$ cat config.mk
export PLATFORM = sky130hd
export DESIGN_NAME = sccb_register_master
export DESIGN_NICKNAME = d
export VERILOG_FILES = /design/src/rtl/srm_pkg.sv /design/src/rtl/sccb_register_master.sv
export SDC_FILE = /design/constraint.sdc
export NUM_CORES = 1
export LEC_CHECK = 0
export BUFFER_PORTS_ARGS = -buffer_cell sky130_fd_sc_hd__buf_4
export CAP_MARGIN = 20
export CELL_PAD_IN_SITES_DETAIL_PLACEMENT = 0
export CELL_PAD_IN_SITES_GLOBAL_PLACEMENT = 2
export CORE_UTILIZATION = 36
export CTS_CLUSTER_SIZE = 14
export DETAILED_ROUTE_END_ITERATION = 10
export HOLD_SLACK_MARGIN = 0.1
export PLACE_DENSITY_LB_ADDON = 0.1
export SYNTH_ARGS = -nofsm -noshare
export SYNTH_HDL_FRONTEND = slang
export SYNTH_SLANG_ARGS = --single-unit
$ cat constraint.sdc
create_clock -name clk -period 4.1 [get_ports clk]
set_input_delay 0.82 -clock clk [delete_from_list [all_inputs] [get_ports clk]]
set_output_delay 0.82 -clock clk [all_outputs]
set_load 0.02 [all_outputs]
$ cat src/rtl/srm_pkg.sv
// Shared types, codes and field layout for the SCCB register master.
package srm_pkg;

  // Request codes carried in the input tuser
  localparam logic [1:0] REQ_TICK  = 2'd0;
  localparam logic [1:0] REQ_WRITE = 2'd1;
  localparam logic [1:0] REQ_READ  = 2'd2;

  localparam logic [7:0] DEVICE_ADDR_RESET = 8'h42;
  localparam logic [7:0] READ_ADDR_BIT     = 8'h01;

  localparam int PHASE_W = 4;
  localparam int STEP_W  = 3;
  localparam int BITS_W  = 4;

  // Input tdata layout
  localparam int IN_DATA_W     = 24;
  localparam int IN_USER_W     = 2;
  localparam int IN_REG_LSB    = 0;
  localparam int IN_WDATA_LSB  = 8;
  localparam int IN_SAMPLE_BIT = 16;

  // Output tdata layout
  localparam int OUT_DATA_W     = 16;
  localparam int OUT_SCL_BIT    = 0;
  localparam int OUT_DRIVE_BIT  = 1;
  localparam int OUT_LEVEL_BIT  = 2;
  localparam int OUT_BUSY_BIT   = 3;
  localparam int OUT_DONE_BIT   = 4;
  localparam int OUT_NACK_BIT   = 5;
  localparam int OUT_RDATA_LSB  = 6;

  // Bus segments a transaction is built from
  typedef enum logic [3:0] {
    SEG_END,
    SEG_START,
    SEG_B_ADDR,
    SEG_B_REG,
    SEG_B_DATA,
    SEG_B_ADDR_RD,
    SEG_GAP,
    SEG_STOP,
    SEG_RBYTE,
    SEG_NOACK
  } seg_t;

  // Segment run at a given phase of a write or read transaction
  function automatic seg_t seg_lookup(input logic [PHASE_W-1:0] ph, input logic rd);
    seg_t s;
    s = SEG_END;
    case (ph)
      4'd1:    s = SEG_START;
      4'd2:    s = SEG_B_ADDR;
      4'd3:    s = SEG_GAP;
      4'd4:    s = SEG_B_REG;
      4'd5:    s = SEG_GAP;
      4'd6:    s = rd ? SEG_STOP : SEG_B_DATA;
      4'd7:    s = rd ? SEG_GAP : SEG_STOP;
      4'd8:    s = rd ? SEG_START : SEG_END;
      4'd9:    s = rd ? SEG_B_ADDR_RD : SEG_END;
      4'd10:   s = rd ? SEG_GAP : SEG_END;
      4'd11:   s = rd ? SEG_RBYTE : SEG_END;
      4'd12:   s = rd ? SEG_NOACK : SEG_END;
      4'd13:   s = rd ? SEG_STOP : SEG_END;
      default: s = SEG_END;
    endcase
    return s;
  endfunction

endpackage

$ cat src/rtl/sccb_register_master.sv
// SCCB register master: slot sequencer between an input register and a result register.
//
// Each input transfer is one bus time slot and yields one result transfer that gives
// the SCL level, SDA drive and level, busy, done, the write NACK flag and the last byte
// read. A write request (tuser 1) taken while idle runs start, device address, register,
// data and stop; a read request (tuser 2) runs the register phase, a stop and gap, then a
// restart, the read address, eight data bits, a no-acknowledge and a stop. One item is
// accepted every clock while the output side keeps taking results, since the slot logic
// is one short combinational step from the input register to the result register.
// device_addr is written through cfg_we/cfg_wdata only while no slot is in flight, a rule
// for the user that the block itself does not enforce; it resets to 0x42.
module sccb_register_master (
  input  logic        clk,
  input  logic        rst,
  input  logic        cfg_we,
  input  logic [7:0]  cfg_wdata,
  input  logic        s_axis_tvalid,
  output logic        s_axis_tready,
  // [7:0] reg_addr, [15:8] wr_data, [16] sda_sample, [23:17] zero
  input  logic [23:0] s_axis_tdata,
  // [1:0] req_type
  input  logic [1:0]  s_axis_tuser,
  output logic        m_axis_tvalid,
  input  logic        m_axis_tready,
  // [0] scl, [1] sda_drive, [2] sda_level, [3] busy_res, [4] done_res, [5] nack,
  // [13:6] rd_data, [15:14] zero
  output logic [15:0] m_axis_tdata
);

  // Input register
  logic       in_valid;
  logic [1:0] in_req;
  logic [7:0] in_reg_addr;
  logic [7:0] in_wr_data;
  logic       in_sample;
  logic       advance;

  // Sequencer state
  logic [7:0]                  device_addr;
  logic [srm_pkg::PHASE_W-1:0] phase, phase_next;
  logic [srm_pkg::STEP_W-1:0]  slot_step, slot_step_next;
  logic [srm_pkg::BITS_W-1:0]  bit_count, bit_count_next;
  logic [7:0]                  shift_reg, shift_reg_next;
  logic                        is_read, is_read_next;
  logic [7:0]                  saved_reg, saved_reg_next;
  logic [7:0]                  saved_data, saved_data_next;
  logic                        nack_flag, nack_flag_next;
  logic [7:0]                  read_byte, read_byte_next;
  logic                        scl_level, scl_level_next;
  logic                        sda_out_level, sda_out_level_next;

  // Slot results
  srm_pkg::seg_t seg;
  logic          fin;
  logic          o_scl;
  logic          o_drive;
  logic          o_busy;
  logic          o_done;
  logic [7:0]    byte_src;

  assign advance       = !m_axis_tvalid || m_axis_tready;
  assign s_axis_tready = !in_valid || advance;

  // Capture the slot transfer
  always_ff @(posedge clk) begin
    if (rst) begin
      in_valid <= 1'b0;
    end else if (s_axis_tready) begin
      in_valid <= s_axis_tvalid;
    end
    if (s_axis_tready && s_axis_tvalid) begin
      in_req      <= s_axis_tuser;
      in_reg_addr <= s_axis_tdata[srm_pkg::IN_REG_LSB +: 8];
      in_wr_data  <= s_axis_tdata[srm_pkg::IN_WDATA_LSB +: 8];
      in_sample   <= s_axis_tdata[srm_pkg::IN_SAMPLE_BIT];
    end
  end

  // Run one slot: latch a request, step the current segment, move to the next
  always_comb begin
    phase_next         = phase;
    slot_step_next     = slot_step;
    bit_count_next     = bit_count;
    shift_reg_next     = shift_reg;
    is_read_next       = is_read;
    saved_reg_next     = saved_reg;
    saved_data_next    = saved_data;
    nack_flag_next     = nack_flag;
    read_byte_next     = read_byte;
    scl_level_next     = scl_level;
    sda_out_level_next = sda_out_level;
    fin     = 1'b0;
    o_drive = 1'b1;
    o_busy  = 1'b0;
    o_done  = 1'b0;

    if (phase == '0 && (in_req == srm_pkg::REQ_WRITE || in_req == srm_pkg::REQ_READ)) begin
      is_read_next    = (in_req == srm_pkg::REQ_READ);
      saved_reg_next  = in_reg_addr;
      saved_data_next = in_wr_data;
      nack_flag_next  = 1'b0;
      phase_next      = srm_pkg::PHASE_W'(1);
      slot_step_next  = '0;
      bit_count_next  = '0;
    end

    seg = srm_pkg::seg_lookup(phase_next, is_read_next);

    // Pick the byte shifted out by a byte segment
    case (seg)
      srm_pkg::SEG_B_ADDR: byte_src = device_addr;
      srm_pkg::SEG_B_REG:  byte_src = saved_reg_next;
      srm_pkg::SEG_B_DATA: byte_src = saved_data_next;
      default:             byte_src = device_addr | srm_pkg::READ_ADDR_BIT;
    endcase

    // Levels during the slot
    unique case (seg)
      srm_pkg::SEG_END: ;
      srm_pkg::SEG_START: begin
        scl_level_next     = 1'b1;
        sda_out_level_next = (slot_step_next == '0);
        fin                = (slot_step_next != '0);
      end
      srm_pkg::SEG_STOP: begin
        if (slot_step_next == 3'd0) begin
          sda_out_level_next = 1'b0;
        end else if (slot_step_next == 3'd1) begin
          scl_level_next = 1'b1;
        end else begin
          sda_out_level_next = 1'b1;
          fin                = 1'b1;
        end
      end
      srm_pkg::SEG_NOACK: begin
        if (slot_step_next == 3'd1) begin
          sda_out_level_next = 1'b1;
          scl_level_next     = 1'b1;
        end else if (slot_step_next == 3'd2) begin
          scl_level_next = 1'b0;
        end else if (slot_step_next == 3'd3) begin
          sda_out_level_next = 1'b0;
          fin                = 1'b1;
        end
      end
      srm_pkg::SEG_GAP: begin
        fin = (slot_step_next != '0);
      end
      srm_pkg::SEG_RBYTE: begin
        o_drive = 1'b0;
        if (slot_step_next == '0) begin
          if (bit_count_next == '0) shift_reg_next = '0;
          scl_level_next = 1'b0;
        end else begin
          scl_level_next = 1'b1;
          shift_reg_next = {shift_reg_next[6:0], in_sample};
          if (bit_count_next >= 4'd7) begin
            read_byte_next = shift_reg_next;
            fin            = 1'b1;
          end
        end
      end
      srm_pkg::SEG_B_ADDR, srm_pkg::SEG_B_REG, srm_pkg::SEG_B_DATA,
      srm_pkg::SEG_B_ADDR_RD: begin
        if (!bit_count_next[3]) begin
          if (slot_step_next == '0) begin
            if (bit_count_next == '0) shift_reg_next = byte_src;
            sda_out_level_next = shift_reg_next[7];
            scl_level_next     = 1'b0;
          end else begin
            scl_level_next = 1'b1;
            shift_reg_next = {shift_reg_next[6:0], 1'b0};
          end
        end else begin
          o_drive = 1'b0;
          if (slot_step_next == '0) begin
            scl_level_next = 1'b0;
          end else begin
            scl_level_next = 1'b1;
            if (!is_read_next && in_sample) nack_flag_next = 1'b1;
            fin = 1'b1;
          end
        end
      end
      default: ;
    endcase

    o_scl = scl_level_next;

    // Trailing edges and slot counters
    unique case (seg)
      srm_pkg::SEG_END: ;
      srm_pkg::SEG_START: begin
        if (fin) scl_level_next = 1'b0;
        slot_step_next = slot_step_next + 3'd1;
      end
      srm_pkg::SEG_STOP, srm_pkg::SEG_NOACK, srm_pkg::SEG_GAP: begin
        slot_step_next = slot_step_next + 3'd1;
      end
      default: begin
        if (slot_step_next == '0) begin
          slot_step_next = 3'd1;
        end else begin
          scl_level_next = 1'b0;
          slot_step_next = '0;
          bit_count_next = bit_count_next + 4'd1;
        end
      end
    endcase

    // Advance to the next segment, or finish
    if (seg == srm_pkg::SEG_END) begin
      phase_next = '0;
    end else begin
      o_busy = 1'b1;
      if (fin) begin
        phase_next     = phase_next + 4'd1;
        slot_step_next = '0;
        bit_count_next = '0;
        if (srm_pkg::seg_lookup(phase_next, is_read_next) == srm_pkg::SEG_END) begin
          phase_next = '0;
          o_done     = 1'b1;
        end
      end
    end
  end

  // Hold the device address
  always_ff @(posedge clk) begin
    if (rst) begin
      device_addr <= srm_pkg::DEVICE_ADDR_RESET;
    end else if (cfg_we) begin
      device_addr <= cfg_wdata;
    end
  end

  // Commit the slot
  always_ff @(posedge clk) begin
    if (rst) begin
      phase         <= '0;
      slot_step     <= '0;
      bit_count     <= '0;
      shift_reg     <= '0;
      is_read       <= 1'b0;
      saved_reg     <= '0;
      saved_data    <= '0;
      nack_flag     <= 1'b0;
      read_byte     <= '0;
      scl_level     <= 1'b1;
      sda_out_level <= 1'b1;
    end else if (in_valid && advance) begin
      phase         <= phase_next;
      slot_step     <= slot_step_next;
      bit_count     <= bit_count_next;
      shift_reg     <= shift_reg_next;
      is_read       <= is_read_next;
      saved_reg     <= saved_reg_next;
      saved_data    <= saved_data_next;
      nack_flag     <= nack_flag_next;
      read_byte     <= read_byte_next;
      scl_level     <= scl_level_next;
      sda_out_level <= sda_out_level_next;
    end
  end

  // Result register
  always_ff @(posedge clk) begin
    if (rst) begin
      m_axis_tvalid <= 1'b0;
    end else if (advance) begin
      m_axis_tvalid <= in_valid;
    end
    if (in_valid && advance) begin
      m_axis_tdata <= {2'b00, read_byte_next, nack_flag_next, o_done, o_busy,
                       sda_out_level_next, o_drive, o_scl};
    end
  end

endmodule

==> flow_summary_export.csv, run 1 <==
group,metric,value,unit
outcome,outcome,"completed",
synthesis,syn_inst,502,
worst_setup_path,startpoint,"in_req[1]",
worst_setup_path,path_class,"flip-flop to flip-flop",
pwr,ir_worst_vdd,0.0002584,V
synthesis,yosysUniqueCellTypes,67,
timing,finalSetupViolCount,0,
synthesis,synth_simple_gate_area_share,19.48,%
floorplanning,design.core.area,12160,sq um
clock_network,clock_latency,350,ps
clock_network,cts_buffer_depth,2,
global_routing,grt_pass1_wl,19580,microns
global_routing,grt_max_degree,56,
clock_network,cts_tree,"done",
floorplanning,start_util,37.44,%
placement,gp_congestion,0.8184,
pwr,leakagePower,1.988,nW
global_routing,use_met2,29.66,%
timing,finClkSkew,12.50,ps
final_layout,antenna_cells,0,
worst_setup_path,reg2reg_from,"in_req[1]",
worst_setup_path,cp-endpoint,"phase[0]",
job,max_cap_viol_count,0,
timing,fin_crit_sh,75.52,%
clock_network,holdBufCountCts,0,
placement,port_buffers,47,
timing,worst_slew_pin_slew,830.4,ps
min_path,hold_class,"flip-flop to flip-flop",
clock_network,root_buffer,"clkbuf_16",
drt,vias,3850,
floorplanning,io_pins,57,
drt,drc,0,
final_layout,largest_reg_flops,14,
timing,max_freq,323.0,MHz
synthesis,synthMuxAreaShare,4.204,%
timing,hold_violations,0,
synthesis,ys_dominant_reg_cell,"dfxtp_1",
clock_network,cts-buffers-inserted,9,
global_routing,grt_pass1_vias,3741,
global_routing,grt_antenna_before_repair,0,
clock_network,cts_resized,0,
floorplanning,die_x,114.5,microns
synthesis,yosys_warnings,0,
clock_network,cts_sinks,90,
worst_setup_path,cp-start-kind,"flip-flop",
timing,relSlewSlack,44.64,%
synthesis,synthesis.area,4553,sq um
synthesis,syn_area_per_cell,9.070,sq um
final_layout,stdcell_area,5349,sq um
final_layout,syn_to_final_growth,17.48,%
global_routing,top_usage_layer,"met2",
placement,place_hpwl,8187,microns
timing,rsz0062_at_grt,"false",
final_layout,regMostFlops,"m_axis_tdata",
worst_setup_path,regToRegSetupSlack,1000,ps
timing,period_needed,3096,ps
synthesis,synth_compound_gate_area_share,22.12,%
clock_network,clk_pin_slew,70,ps
synthesis,synth_xor_area_share,0,%
drt,drt-total-wl,11920,microns
synthesis,synth_top_family_by_area,"compound AO/OA/AOI/OAI gates",
global_routing,grt_util_met1,27.15,%
global_routing,met3_usage,3.494,%
placement,postPlaceCellArea,5042,sq um
drt,ant_nets,0,
drt,via_per_inst,5.423,
pwr,p_total,2.071,mW
final_layout,nNetsFinal,584,
worst_setup_path,critPathCaptureType,"flip-flop",
floorplanning,dieArea,13100,sq um
synthesis,synth_edf_count,33,
floorplanning,die_h,114.5,microns
synthesis,ys_ff_latch,90,
drt,drt_iter0_drc,392,
timing,drv_slew,0,
drt,first_pass_iters,5,
worst_setup_path,r2r-end,"phase[0]",
worst_setup_path,crit_arrival,3340,ps
clock_network,cts_setup_buffers,0,
floorplanning,rows,40,
worst_setup_path,critPathRequiredTime,4350,ps
pwr,power_density,387.1,nW/um^2
synthesis,synth_fa_ha_area_share,2.198,%
drt,wl_per_cell,16.79,microns
global_routing,grt-ovfl-total,0,
synthesis,synthArstFlopShare,0,%
clock_network,htreeDepth,3,
worst_setup_path,reg2reg_depth,13,
worst_setup_path,crit_fanout,16,
final_layout,drive_above_1_share,18.08,%
synthesis,synth_seq_area_share,46.83,%
global_routing,grt_use_total,19.59,%
timing,finalSetupTns,0,ps
[cell usage in the layout (no fill, tap or decap), types with 4 or more instances in the layout]
| cell | instances |
|---|---|
| nor3_1 | 12 |
| clkbuf_16 | 10 |
| nand4_1 | 7 |
| o21ai_0 | 19 |
| nand3_1 | 6 |
| nand2_1 | 78 |
| ha_1 | 8 |
| a21oi_1 | 38 |
| nor2b_1 | 6 |
| and3_1 | 6 |
| dfxtp_1 | 57 |
| a32o_1 | 4 |
| o22ai_1 | 4 |
| a32oi_1 | 5 |
| a221o_1 | 8 |
| mux2_2 | 9 |
| edfxtp_1 | 33 |
| inv_1 | 14 |
| a22oi_1 | 7 |
| and2_1 | 4 |
| nor2_1 | 53 |
| a31oi_1 | 6 |
| mux2i_1 | 9 |
| buf_4 | 60 |
| a211oi_1 | 13 |
[area by class of cell]
| class | instances | area, sq um |
|---|---|---|
| sequential | 90 | 2132 |
| multi-input combinational | 361 | 2193 |
| timing repair buffer | 60 | 450.4 |
| clock buffer | 10 | 250.2 |
| fill | 1212 | 6813 |
| inverter | 15 | 56.30 |
| tap | 168 | 210.2 |
| clock inverter | 6 | 56.30 |
[cells by family (layout without fill, tap and decap cells)]
kind of cell	after synthesis	count (layout)
other cells	1	2
buf+inv	52	91
simple gates	192	192
fa+ha+maj	8	8
mux	18	18
compound gates	141	141
flops	90	90
[worst min path at each step]
stage                     slack [ps]  cells past startpoint            end           from
after floorplan                  430                      2  saved_data[0]  saved_data[0]
after global placement           440                      2  saved_data[1]  saved_data[1]
after detailed placement         450                      2  saved_data[1]  saved_data[1]
after CTS                        460                      2  saved_data[1]  saved_data[1]
after global routing             480                      2   saved_reg[2]   saved_reg[2]
final                            460                      2  saved_data[5]  saved_data[5]
[worst max-delay path, stage by stage (launching register included)]
cell and delay (ps):
edfxtp_1 370, ha_1 310, inv_1 140, nand3_1 130, buf_4 250, nand2_1 120, inv_1 60, ha_1 230
a21o_1 180, o211a_1 140, a31o_2 250, a21oi_4 400, a21oi_1 160, o32ai_1 260
[power by group]
| part | switching, mW | internal [mW] | total [mW] |
|---|---|---|---|
| Combinational | 0.144 | 0.0899 | 0.234 |
| Clock | 0.389 | 0.460 | 0.849 |
| Sequential | 0.0190 | 0.968 | 0.987 |
[cells in the mapped netlist (7+ instances only)]
master,instances,area (sq um)
nand2_1,78,292.8
dfxtp_1,57,1141
nor2_1,53,198.9
a21oi_1,38,190.2
edfxtp_1,33,991.0
clkbuf_1,23,86.33
o21ai_0,19,95.09
inv_1,14,52.55
a211oi_1,13,97.59
nor3_1,12,60.06
mux2_2,9,101.4
mux2i_1,9,90.09
a221o_1,8,80.08
ha_1,8,100.1
a22oi_1,7,52.55
nand4_1,7,43.79
[metal layers]
layer | share of wire, % | up-vias
met5 | 0 | -
met4 | 1.8 | 0
met3 | 3.4 | 16
met2 | 45 | 74
met1 | 50 | 1852
li1 | - | 1908
[stage by stage]
stage | hold WS (ps) | instances | setup slack (ps) | util [%]
global route | 475.8 | 710 | 732.6 | 43.98
finish | 457.2 | 710 | 1004 | 43.98
CTS | 456.1 | 710 | 1012 | 43.98
global placement | 442.1 | 694 | 1064 | 41.46
detailed placement | 446.5 | 694 | 1032 | 41.46
floorplan | 432.9 | 503 | 895.0 | -
Power figures use the tool's default switching activity.
==> run 2: changes to the inputs <==
CORE_UTILIZATION = 32   (was 36)
clock period = 2.5 ns   (was 4.1 ns; I/O delays follow)
==> run 2 against run 1 <==
  * The flow now finishes with violations (setup timing)
  * Worst setup slack worse by 1100 ps
  * Worst hold slack worse by 140 ps
  * Cell count is 12% higher
  * Total power is 69% higher
  * Clock skew is 7.2 ps lower
  * Critical path type unchanged
  * Highest routed layer unchanged
==> flow_summary_export.csv, run 2 (same netlist as run 1, synthesis figures left out) <==
group,metric,value,unit
outcome,outcome,"finished, violations left",
outcome,violations,"setup timing",
global_routing,grt_use_total,19.16,%
worst_setup_path,cp-start-kind,"flip-flop",
timing,max_freq,380.3,MHz
timing,relSlewSlack,43.42,%
worst_setup_path,critPathRequiredTime,2720,ps
worst_setup_path,crit_family,"compound AO/OA/AOI/OAI gates",
final_layout,drive_above_1_share,34.36,%
clock_network,cts_buffer_depth,2,
clock_network,holdBufCountCts,0,
pwr,ir_worst_vdd,0.0003538,V
floorplanning,die_h,121.3,microns
worst_setup_path,critPathMostFrequentCell,"buf_6",
final_layout,antenna_cells,0,
floorplanning,die_x,121.3,microns
final_layout,syn_to_final_growth,35.34,%
global_routing,grt_antenna_before_repair,0,
global_routing,grt_pass1_vias,3982,
timing,fin_crit_sh,105.2,%
pwr,power_density,568.4,nW/um^2
clock_network,cts_sinks,90,
worst_setup_path,crit_arrival,2850,ps
drt,vias,4157,
worst_setup_path,cp_cell_sequence,"ha_4 -> buf_6 -> o21ai_4 -> a221o_1 -> a211o_1 -> a21oi_4 -> buf_6 -> buf_6 -> o31a_1 -> o32ai_2",
clock_network,cts_tree,"done",
timing,finClkSkew,5.268,ps
floorplanning,design.core.area,13880,sq um
worst_setup_path,reg2reg_from,"in_req[1]",
pwr,p_total,3.502,mW
final_layout,nNetsFinal,659,
final_layout,final_cells,797,
worst_setup_path,r2r-end,"phase[0]",
job,max_cap_viol_count,0,
placement,port_buffers,47,
clock_network,root_buffer,"clkbuf_16",
global_routing,grt-ovfl-total,0,
placement,gp_congestion,0.8510,
pwr,clockPowerShare,39.5,%
placement,place_hpwl,9456,microns
min_path,hold-path-endpoint,"in_wr_data[5]",
pwr,comb_power_share,14.3,%
floorplanning,dieArea,14710,sq um
drt,drc,0,
drt,drt_iter0_drc,243,
worst_setup_path,max_stage_delay,440,ps
worst_setup_path,path_class,"flip-flop to flip-flop",
floorplanning,start_util,32.80,%
pwr,switching_share,26.93,%
clock_network,htreeDepth,3,
floorplanning,rows,43,
timing,layout_setup_ws,-129.7,ps
timing,hold_ws,318.7,ps
drt,via_per_inst,5.216,
worst_setup_path,reg2reg_depth,10,
worst_setup_path,crit_buf_inv,3,
clock_network,clk_pin_slew,70,ps
timing,rsz0062_at_grt,"true",
floorplanning,io_pins,57,
worst_setup_path,critPathCaptureType,"flip-flop",
pwr,p_sw,0.9430,mW
timing,finalSetupViolCount,9,
final_layout,final_common_cell,"buf_4",
final_layout,regMostFlops,"m_axis_tdata",
timing,worst_slew_pin_slew,848.7,ps
clock_network,clock_latency,350,ps
worst_setup_path,regToRegSetupSlack,-130,ps
placement,dp_cells,769,
min_path,hold-path-cell-count,1,
clock_network,cts-buffers-inserted,9,
timing,hold_violations,0,
min_path,hp-start,"s_axis_tdata[13]",
worst_setup_path,crit_fanout,9,
pwr,seqPwrFrac,46.3,%
pwr,p_int,2.559,mW
worst_setup_path,startpoint,"in_req[1]",
drt,first_pass_iters,4,
drt,wl_per_cell,16.73,microns
final_layout,final_cell_mix,"buf_4, nand2_1, dfxtp_1, nor2_1, a21oi_1",
global_routing,grt_max_degree,45,
worst_setup_path,cp_slowest_cell,"a221o_1",
global_routing,grt_pass1_wl,21520,microns
final_layout,largest_reg_flops,14,
min_path,hold_class,"primary input to flip-flop",
drt,drt-total-wl,13330,microns
timing,drv_slew,0,
timing,period_needed,2630,ps
drt,ant_nets,0,
pwr,leakagePower,2.394,nW
-- run 2: worst register-to-register path, delay by kind of cell (launching register included) --
family | cells | cell delay (ps)
adders and majority gates | 1 | 320
AOI/OAI and AO/OA | 6 | 1360
DFF | 1 | 420
buffers and inverters | 3 | 410
-- run 2: repair_timing --
| action | 4_1_cts | 5_1_grt |
|---|---|---|
| resized for setup | 28 | 17 |
| setup buffers | 10 | 2 |
| setup endpoints to repair | 16 | 31 |
| pin swaps | 20 | 4 |
-- run 2: worst max-delay path by stage --
stage | cells past startpoint | endpoint | slack [ps]
after global routing | 10 | phase[0] | -220
after detailed placement | 12 | m_axis_tdata[2] | -250
after CTS | 10 | phase[0] | -60
after global placement | 13 | phase[0] | -230
after floorplan | 15 | m_axis_tdata[4] | -260
final | 10 | phase[0] | -130
-- run 2: metal layers --
metal	share of wire, %	global-route usage [%]	vias up
met3	3.2	2.914	13
met1	49	26.26	2007
li1	-	-	2053
met2	46	29.97	84
met4	1.8	7.639	0
met5	0	0	-
-- run 2: power groups by stage --
| stage | sequential (mW) | combinational [mW] | clock [mW] |
|---|---|---|---|
| after floorplan | 1.66 | 0.259 | 0 |
| after global placement | 1.65 | 0.451 | 0 |
| after detailed placement | 1.65 | 0.457 | 0 |
| after CTS | 1.62 | 0.489 | 1.42 |
| after global routing | 1.63 | 0.546 | 1.47 |
| final | 1.62 | 0.500 | 1.38 |
-- run 2: cell type report --
type	instances	area [sq um]
Multi-Input combinational cell	361	2401
Tap cell	180	225.2
Inverter	15	61.31
Clock inverter	5	45.04
Sequential cell	90	2133
Fill cell	1414	7719
Timing Repair Buffer	135	1044
Clock buffer	11	252.7
-- run 2: per-stage QoR --
step	utilization [%]	TNS [ps]	worst slack (ps)	area, sq um
3_3_place_gp	40.37	-1923	-232.2	5604
5_1_grt	44.39	-1625	-216.9	6162
3_5_place_dp	40.45	-2140	-254.9	5615
4_1_cts	43.88	-204.0	-62.37	6091
2_1_floorplan	-	-1388	-262.5	4676
6_report	44.39	-537.0	-129.7	6162
==> run 3: changes to the inputs <==
CORE_MARGIN = 5   (was unset)
==> run 3 against run 2 <==
  * The flow still finishes with violations (setup timing)
  * Clock power grew 3%
  * Via count decreased by 0.58%
  * Clock-buffer cell count down 1
  * First-iteration DRC count is 1.6% higher
  * Flip-flop and latch count is the same
  * Clock skew barely moved
  * Non-clock buffer count grew 2
  * Critical path type unchanged
==> flow_summary_export.csv, run 3 (same netlist as run 1, synthesis figures left out) <==
group,metric,value,unit
clock_network,cts_tree,"done",
pwr,power_density,574.0,nW/um^2
global_routing,grt_pass1_wl,21330,microns
worst_setup_path,cp_slowest_cell,"or4_4",
pwr,ir_worst_vdd,0.0003364,V
placement,postPlaceCellArea,5604,sq um
pwr,leakagePower,2.432,nW
drt,vias,4133,
clock_network,htreeDepth,3,
min_path,hold-path-endpoint,"in_wr_data[0]",
timing,finalSetupViolCount,7,
floorplanning,die_x,129.3,microns
timing,relSlewSlack,44.51,%
clock_network,clock_latency,340,ps
job,max_cap_viol_count,0,
final_layout,final_common_cell,"buf_4",
timing,max_freq,388.6,MHz
final_layout,regMostFlops,"m_axis_tdata",
pwr,seqPwrFrac,45.5,%
drt,drt-total-wl,13340,microns
pwr,p_sw,0.9235,mW
global_routing,grt_use_total,16.28,%
min_path,hold_class,"primary input to flip-flop",
worst_setup_path,critPathMostFrequentCell,"buf_6",
clock_network,root_buffer,"clkbuf_16",
worst_setup_path,crit_family,"compound AO/OA/AOI/OAI gates",
clock_network,cts_sinks,90,
worst_setup_path,crit_arrival,2800,ps
final_layout,nNetsFinal,661,
clock_network,cts-buffers-inserted,9,
floorplanning,io_pins,57,
drt,drt_iter0_drc,247,
min_path,hp-start,"s_axis_tdata[8]",
worst_setup_path,r2r-end,"phase[0]",
placement,dp_cells,768,
floorplanning,design.core.area,13930,sq um
worst_setup_path,critPathRequiredTime,2720,ps
clock_network,clk_pin_slew,70,ps
pwr,clockPowerShare,39.9,%
timing,period_needed,2574,ps
floorplanning,start_util,32.67,%
drt,first_pass_iters,4,
outcome,violations,"setup timing",
final_layout,drive_above_1_share,34.73,%
final_layout,syn_to_final_growth,36.49,%
timing,finClkSkew,5.693,ps
min_path,hold-path-cell-count,1,
global_routing,grt_pass1_vias,4004,
worst_setup_path,regToRegSetupSlack,-70,ps
worst_setup_path,reg2reg_depth,9,
timing,layout_setup_ws,-73.64,ps
worst_setup_path,max_stage_delay,620,ps
placement,port_buffers,47,
drt,ant_nets,0,
worst_setup_path,crit_buf_inv,2,
final_layout,stdcell_area,6215,sq um
floorplanning,die_h,129.3,microns
drt,wl_per_cell,16.70,microns
global_routing,grt_antenna_before_repair,0,
final_layout,antenna_cells,0,
timing,worst_slew_pin_slew,832.3,ps
drt,drc,0,
timing,drv_slew,0,
floorplanning,rows,43,
worst_setup_path,cp-start-kind,"flip-flop",
pwr,comb_power_share,14.7,%
worst_setup_path,cp_cell_sequence,"or4_4 -> o21ai_4 -> nand4_2 -> a211o_1 -> a21oi_4 -> buf_6 -> buf_6 -> o31a_1 -> o32ai_1",
placement,place_hpwl,9478,microns
drt,via_per_inst,5.173,
worst_setup_path,critPathCaptureType,"flip-flop",
clock_network,cts_buffer_depth,2,
worst_setup_path,path_class,"flip-flop to flip-flop",
worst_setup_path,reg2reg_from,"phase[3]",
final_layout,largest_reg_flops,14,
timing,fin_crit_sh,102.9,%
pwr,switching_share,25.89,%
floorplanning,dieArea,16710,sq um
pwr,p_total,3.567,mW
final_layout,final_cell_mix,"buf_4, nand2_1, dfxtp_1, nor2_1, a21oi_1",
timing,hold_violations,0,
worst_setup_path,crit_fanout,7,
timing,finalSetupTns,-302.3,ps
placement,gp_congestion,0.8860,
pwr,p_int,2.644,mW
outcome,outcome,"finished, violations left",
timing,rsz0062_at_grt,"true",
global_routing,grt-ovfl-total,0,
global_routing,grt_max_degree,40,
final_layout,final_cells,799,
-- run 3: changes by cell type in the layout (fill, tap and decap cells not counted), moves of 2 or more --
cell | previous run | this run
a221oi_2 | 2 | 0
dfxtp_2 | 1 | 3
buf_6 | 8 | 6
nor2_2 | 4 | 1
dfxtp_1 | 56 | 54
buf_4 | 127 | 130
a221oi_1 | 0 | 2
nor2_1 | 50 | 53
-- run 3: worst max-delay path by stage --
stage	from	to	slack, ps	cells after the start
after CTS	in_req[1]	m_axis_tdata[2]	-40	12
after floorplan	in_req[1]	m_axis_tdata[4]	-260	15
after detailed placement	in_req[1]	m_axis_tdata[2]	-260	12
after global routing	in_req[0]	phase[0]	-170	16
after global placement	in_req[1]	m_axis_tdata[2]	-220	12
final	phase[3]	phase[0]	-70	9
-- run 3: routing by layer --
layer / GRT usage [%] / routed length [microns]
met1: 23.42 / 6598
met2: 24.63 / 6056
met3: 3.050 / 490
met4: 5.312 / 196
met5: 0 / 0
-- run 3: power by group through the flow --
stage | clock network (mW) | logic (mW) | registers (mW)
after floorplan | 0 | 0.259 | 1.66
final | 1.42 | 0.523 | 1.62
after global placement | 0 | 0.447 | 1.65
after global routing | 1.55 | 0.570 | 1.63
after CTS | 1.47 | 0.483 | 1.62
after detailed placement | 0 | 0.450 | 1.65
-- run 3: repair_timing --
item	in CTS	in global routing
setup buffers	10	5
resized for setup	21	27
hold buffers	0	0
gates cloned	0	1
pin swaps	12	10
setup endpoints to repair	21	41
-- run 3: area by class of cell --
type                    instances  area (sq um)
clock inverters                 6         76.32
inverters                      15         58.81
well taps                     180         225.2
clock buffers                  10         239.0
flip-flops and latches         90          2136
repair buffers                137          1064
multi-input cells             361          2416
fillers                      1362          7720
-- run 3: worst register-to-register path, cell delays in order, from the launching register on --
cell     delay (ps)
dfxtp_2         350
or4_4           620
o21ai_4         210
nand4_2         210
a211o_1         400
a21oi_4         170
buf_6           170
buf_6           130
o31a_1          130
o32ai_1          70
-- run 3: stage by stage --
step                utilization [%]  hold WS (ps)  setup WS [ps]
floorplan                         -         432.9         -262.5
global placement              40.22         442.0         -215.8
detailed placement            40.22         448.3         -264.6
CTS                           43.57         317.6         -40.14
global route                  44.60         311.3         -166.8
finish                        44.60         332.0         -73.64
